[src/design/scp_pkg.sv]
// Shared constants and types for the segment closest point core.
// No dependencies; imported by every module of the block.
package scp_pkg;

   // Limb width of the split multipliers.
   localparam int LIMB_BITS = 32;

   // Register stages of one split multiplier.
   localparam int MUL_LAT = 5;

   // Configuration register file.
   localparam int CSR_IDX_BITS = 1;
   localparam int CSR_DATA_BITS = 32;
   localparam int PLIM_BITS = 32;
   localparam int ZLIM_BITS = 16;

   typedef logic [CSR_IDX_BITS-1:0] csr_idx_type;

   localparam csr_idx_type CSR_PARALLEL_LIMIT = 1'b0;
   localparam csr_idx_type CSR_ZERO_LIMIT = 1'b1;

   localparam logic [PLIM_BITS-1:0] PLIM_RESET = 32'd1;
   localparam logic [ZLIM_BITS-1:0] ZLIM_RESET = 16'd1;

endpackage

[src/design/scp_mult.sv]
// Pipelined signed multiplier built from 32x32 limb products.
// Depends on scp_pkg for the limb width.
module scp_mult #(
   parameter int WA = 33,
   parameter int WB = 33
) (
   input  logic                   clock,
   input  logic                   en,
   input  logic signed [WA-1:0]   a,
   input  logic signed [WB-1:0]   b,
   output logic signed [WA+WB-1:0] prod
);
   import scp_pkg::*;

   localparam int NA = (WA + LIMB_BITS - 1) / LIMB_BITS;
   localparam int NB = (WB + LIMB_BITS - 1) / LIMB_BITS;
   localparam int MA = NA * LIMB_BITS;
   localparam int MB = NB * LIMB_BITS;
   localparam int RW = LIMB_BITS + MB;
   localparam int PW = WA + WB;

   logic [WA-1:0] amag_in, amag_ff;
   logic [WB-1:0] bmag_in, bmag_ff;
   logic          neg_ff [4];
   logic [MA-1:0] apad;
   logic [MB-1:0] bpad;
   logic [2*LIMB_BITS-1:0] pp_ff [NA][NB];
   logic [RW-1:0] row_in [NA];
   logic [RW-1:0] row_ff [NA];
   logic [MA+MB-1:0] sum_in;
   logic [PW-1:0] sum_ff;
   logic signed [PW-1:0] prod_in, prod_ff;

   // Stage one: magnitudes and the sign of the product.
   assign amag_in = a[WA-1] ? $unsigned(~a + 1'b1) : $unsigned(a);
   assign bmag_in = b[WB-1] ? $unsigned(~b + 1'b1) : $unsigned(b);

   assign apad = MA'(amag_ff);
   assign bpad = MB'(bmag_ff);

   // Stage three: one row of limb products for each limb of a.
   always_comb begin
      for (int i = 0; i < NA; i++) begin
         row_in[i] = '0;
         for (int j = 0; j < NB; j++) begin
            row_in[i] = row_in[i] + (RW'(pp_ff[i][j]) << (j * LIMB_BITS));
         end
      end
   end

   // Stage four: rows shifted into place and added.
   always_comb begin
      sum_in = '0;
      for (int i = 0; i < NA; i++) begin
         sum_in = sum_in + ((MA + MB)'(row_ff[i]) << (i * LIMB_BITS));
      end
   end

   // Stage five: restore the sign.
   assign prod_in = neg_ff[3] ? -$signed(sum_ff) : $signed(sum_ff);

   always_ff @(posedge clock) begin
      if (en) begin
         amag_ff <= amag_in;
         bmag_ff <= bmag_in;
         neg_ff[0] <= a[WA-1] ^ b[WB-1];
         for (int s = 1; s < 4; s++) begin
            neg_ff[s] <= neg_ff[s-1];
         end
         for (int i = 0; i < NA; i++) begin
            for (int j = 0; j < NB; j++) begin
               pp_ff[i][j] <= (2*LIMB_BITS)'(apad[i*LIMB_BITS +: LIMB_BITS]) *
                              (2*LIMB_BITS)'(bpad[j*LIMB_BITS +: LIMB_BITS]);
            end
         end
         for (int i = 0; i < NA; i++) begin
            row_ff[i] <= row_in[i];
         end
         sum_ff <= sum_in[PW-1:0];
         prod_ff <= prod_in;
      end
   end

   assign prod = prod_ff;

endmodule

[config.mk]
export PLATFORM = sky130hd
export DESIGN_NAME = scp_mult
export DESIGN_NICKNAME = d
export VERILOG_FILES = /design/src/design/scp_pkg.sv /design/src/design/scp_mult.sv
export SDC_FILE = /design/constraint.sdc
export NUM_CORES = 2
export LEC_CHECK = 0
export BUFFER_PORTS_ARGS = -buffer_cell sky130_fd_sc_hd__buf_2
export CAP_MARGIN = 20
export CORE_MARGIN = 2
export CORE_UTILIZATION = 37
export CTS_CLUSTER_DIAMETER = 30
export CTS_CLUSTER_SIZE = 8
export DETAILED_ROUTE_END_ITERATION = 8
export SYNTH_ARGS = -nofsm -noshare
export SYNTH_HDL_FRONTEND = slang
export SYNTH_SLANG_ARGS = --single-unit
[constraint.sdc]
create_clock -name clock -period 7.35 [get_ports clock]
set_input_delay 1.47 -clock clock [delete_from_list [all_inputs] [get_ports clock]]
set_output_delay 1.47 -clock clock [all_outputs]
set_load 0.02 [all_outputs]
==> results.json <==
{
  "outcome": "finished, violations left",
  "violations": "setup timing",
  "cp.required_ps": 7760,
  "setup_viol": 19,
  "wl_per_cell_um": 18.6,
  "synth_top_area_share_pct": 34.5,
  "setup.worst_path.class": "reg2reg",
  "wirelength_met1_mm": 63.8,
  "cpMostUsedCell": "fa_1",
  "antenna_found_initial": 4,
  "start_util_pct": 37.3,
  "worstMarginPinSlew_ps": 943,
  "cts_buffers": 99,
  "setup_slack_ps": -354,
  "io_buffers": 133,
  "clock-sinks": 429,
  "dp.final_hpwl_mm": 111,
  "vias_per_cell": 4.88,
  "nets": 6668,
  "relSlewSlack_pct": 37.2,
  "cp.arrival_ps": 8120,
  "dr.max_layer_used": "met4",
  "fmax_mhz": 130,
  "grt_usage_pct": 19.4,
  "htreeDepth": 3,
  "rsz0062_at_grt": "true",
  "crit_path_max_fanout": 7,
  "fillers": 13047,
  "synthArstFlopShare_pct": 0,
  "hold_viol": 0,
  "drt-pass1-iter-count": 5,
  "synth_area_um2": 52100,
  "num_rows": 137,
  "ys_seq_area_share_pct": 24.7,
  "cap_violations": 0,
  "cp_top_family": "adder cells",
  "area_growth_pct": 20.0,
  "gp_congestion": 0.937,
  "cts_tree": "done",
  "root_buffer": "clkbuf_16",
  "cp-end-kind": "register",
  "skew_ps": 38.6,
  "drtAntennaViolNets": 0,
  "synth-main-ff-cell": "edfxtp_1",
  "synth-edff-count": 429,
  "start_kind": "register",
  "place_area_um2": 57600,
  "synthTopCellsByArea": "fa_1 34%, edfxtp_1 25%, and2_1 8.2%, ha_1 7.9%, inv_1 6.4%",
  "drc": 0,
  "fin_crit_sh_pct": 105,
  "fin_area_um2": 62600,
  "path_clk_slew_ps": 50,
  "die-area_um2": 144000,
  "drive_above_1_share_pct": 16.3,
  "grt-ovfl-total": 0,
  "tns_ps": -2650,
  "max_stage_delay_ps": 640,
  "clock_path_buffers": 3,
  "syn_area_per_cell_um2": 10.5,
  "grt_pass1_vias": 38197,
  "yosysWarningCount": 0,
  "cts_hold_buf": 0,
  "cp_slowest_cell": "fa_1",
  "vias": 35765,
  "synthCells": 4965,
  "core_area_um2": 140000,
  "yosys.area.top_type": "fa_1",
  "die_h_um": 379,
  "wirelength_mm": 136,
  "worstSkewPairLatency_ps": 670,
  "dieWidth_um": 379,
  "synth_seq_cells": 429,
  "hp-class": "reg2reg",
  "slew_viol_final": 0,
  "path_buf_inv": 5,
  "grt_pass1_wl_mm": 215,
  "synth_cell_types": 62,
  "wl_met2_mm": 61.5,
  "drt-initial-drc-count": 2394,
  "io_pins": 134,
  "syn_nets": 6262,
  "routed-wl-met3_mm": 7.91,
  "min_period_ps": 7700,
  "grt_max_degree": 172
}
Yosys cell counts (31+ instances only):
| master | number |
|---|---|
| xor2_1 | 51 |
| xnor2_1 | 198 |
| nor2_1 | 56 |
| edfxtp_1 | 429 |
| nand4_1 | 31 |
| o21ai_0 | 115 |
| nand2_1 | 515 |
| a21oi_1 | 130 |
| ha_1 | 331 |
| a21o_1 | 57 |
| and2_1 | 684 |
| fa_1 | 898 |
| o31ai_1 | 36 |
| clkbuf_1 | 244 |
| inv_1 | 891 |
worst paths after layout:
path	end	from	cells past startpoint	slack, ps
hold reg to reg	row_ff[0][108]$_DFFE_PP_	pp_ff[1][45]$_DFFE_PP_	0	390
setup / recovery	pp_ff[0][96]$_DFFE_PP_	bmag_ff[2]$_DFFE_PP_	25	-350
hold / removal	row_ff[0][108]$_DFFE_PP_	pp_ff[1][45]$_DFFE_PP_	0	390
setup reg to reg	pp_ff[0][96]$_DFFE_PP_	bmag_ff[2]$_DFFE_PP_	25	-350
through the flow:
stage	worst slack [ps]	util, %	hold slack [ps]	std cells
global route	-540	44.8	397	7326
global placement	-569	41.2	400	7103
CTS	-327	44.4	387	7312
finish	-354	44.8	389	7328
floorplan	3.77	-	400	4965
detailed placement	-672	41.2	405	7103
placed cells by master (no fill, tap or decap), types with 21 or more instances in the layout:
master and n:
a21o_1 57, a21oi_1 119, and2_1 670, buf_12 43
buf_2 133, buf_4 339, buf_6 29, clkbuf_16 101
edfxtp_1 429, fa_1 874, fa_2 24, ha_1 305
ha_4 23, inv_1 877, nand2_1 509, nand3_1 21
nand4_1 31, nor2_1 53, nor3_1 21, o21ai_0 97
o21bai_1 23, o31ai_1 35, xnor2_1 195, xor2_1 48
registers in the layout, indices dropped and copies added (netlist names):
name / flops
pp_ff: 129
row_ff: 98
prod: 66
sum_ff: 66
amag_ff: 33
bmag_ff: 33
neg_ff: 4
final cells by class:
cell class                      count  area, µm²  area share (%)
Antenna cell                        2       5.00         0.00800
Clock buffer                      111       2560            4.10
Clock inverter                     69        937            1.50
Inverter                          891       3340            5.34
Multi-Input combinational cell   3399      35900            57.4
Sequential cell                   429      12900            20.6
Tap cell                         1876       2350            3.75
Timing Repair Buffer              551       4570            7.30
kinds of logic after synthesis:
family / share of synthesized area [%]
XOR/XNOR: 4.18
AO/OA/AOI/OAI: 5.68
flip-flops: 24.7
AND/OR/NAND/NOR: 14.8
adder cells (fa/ha/maj): 42.4
buffers and inverters: 8.21
timing repair:
| action | CTS | global route |
|---|---|---|
| buffers inserted | 32 | 13 |
| gates resized for setup | 155 | 74 |
| gates cloned | 3 | 1 |
| pin swaps | 95 | 63 |
| setup endpoints to repair | 31 | 35 |
per-layer routing:
| metal | track usage (%) | up-vias |
|---|---|---|
| met5 | 0 | - |
| met2 | 30.5 | 934 |
| met3 | 3.37 | 166 |
| li1 | - | 16366 |
| met1 | 27.8 | 18299 |
| met4 | 4.59 | 0 |
Power is not shown: default switching activity piles up to over one toggle a cycle in this logic, so the estimate is an artifact.
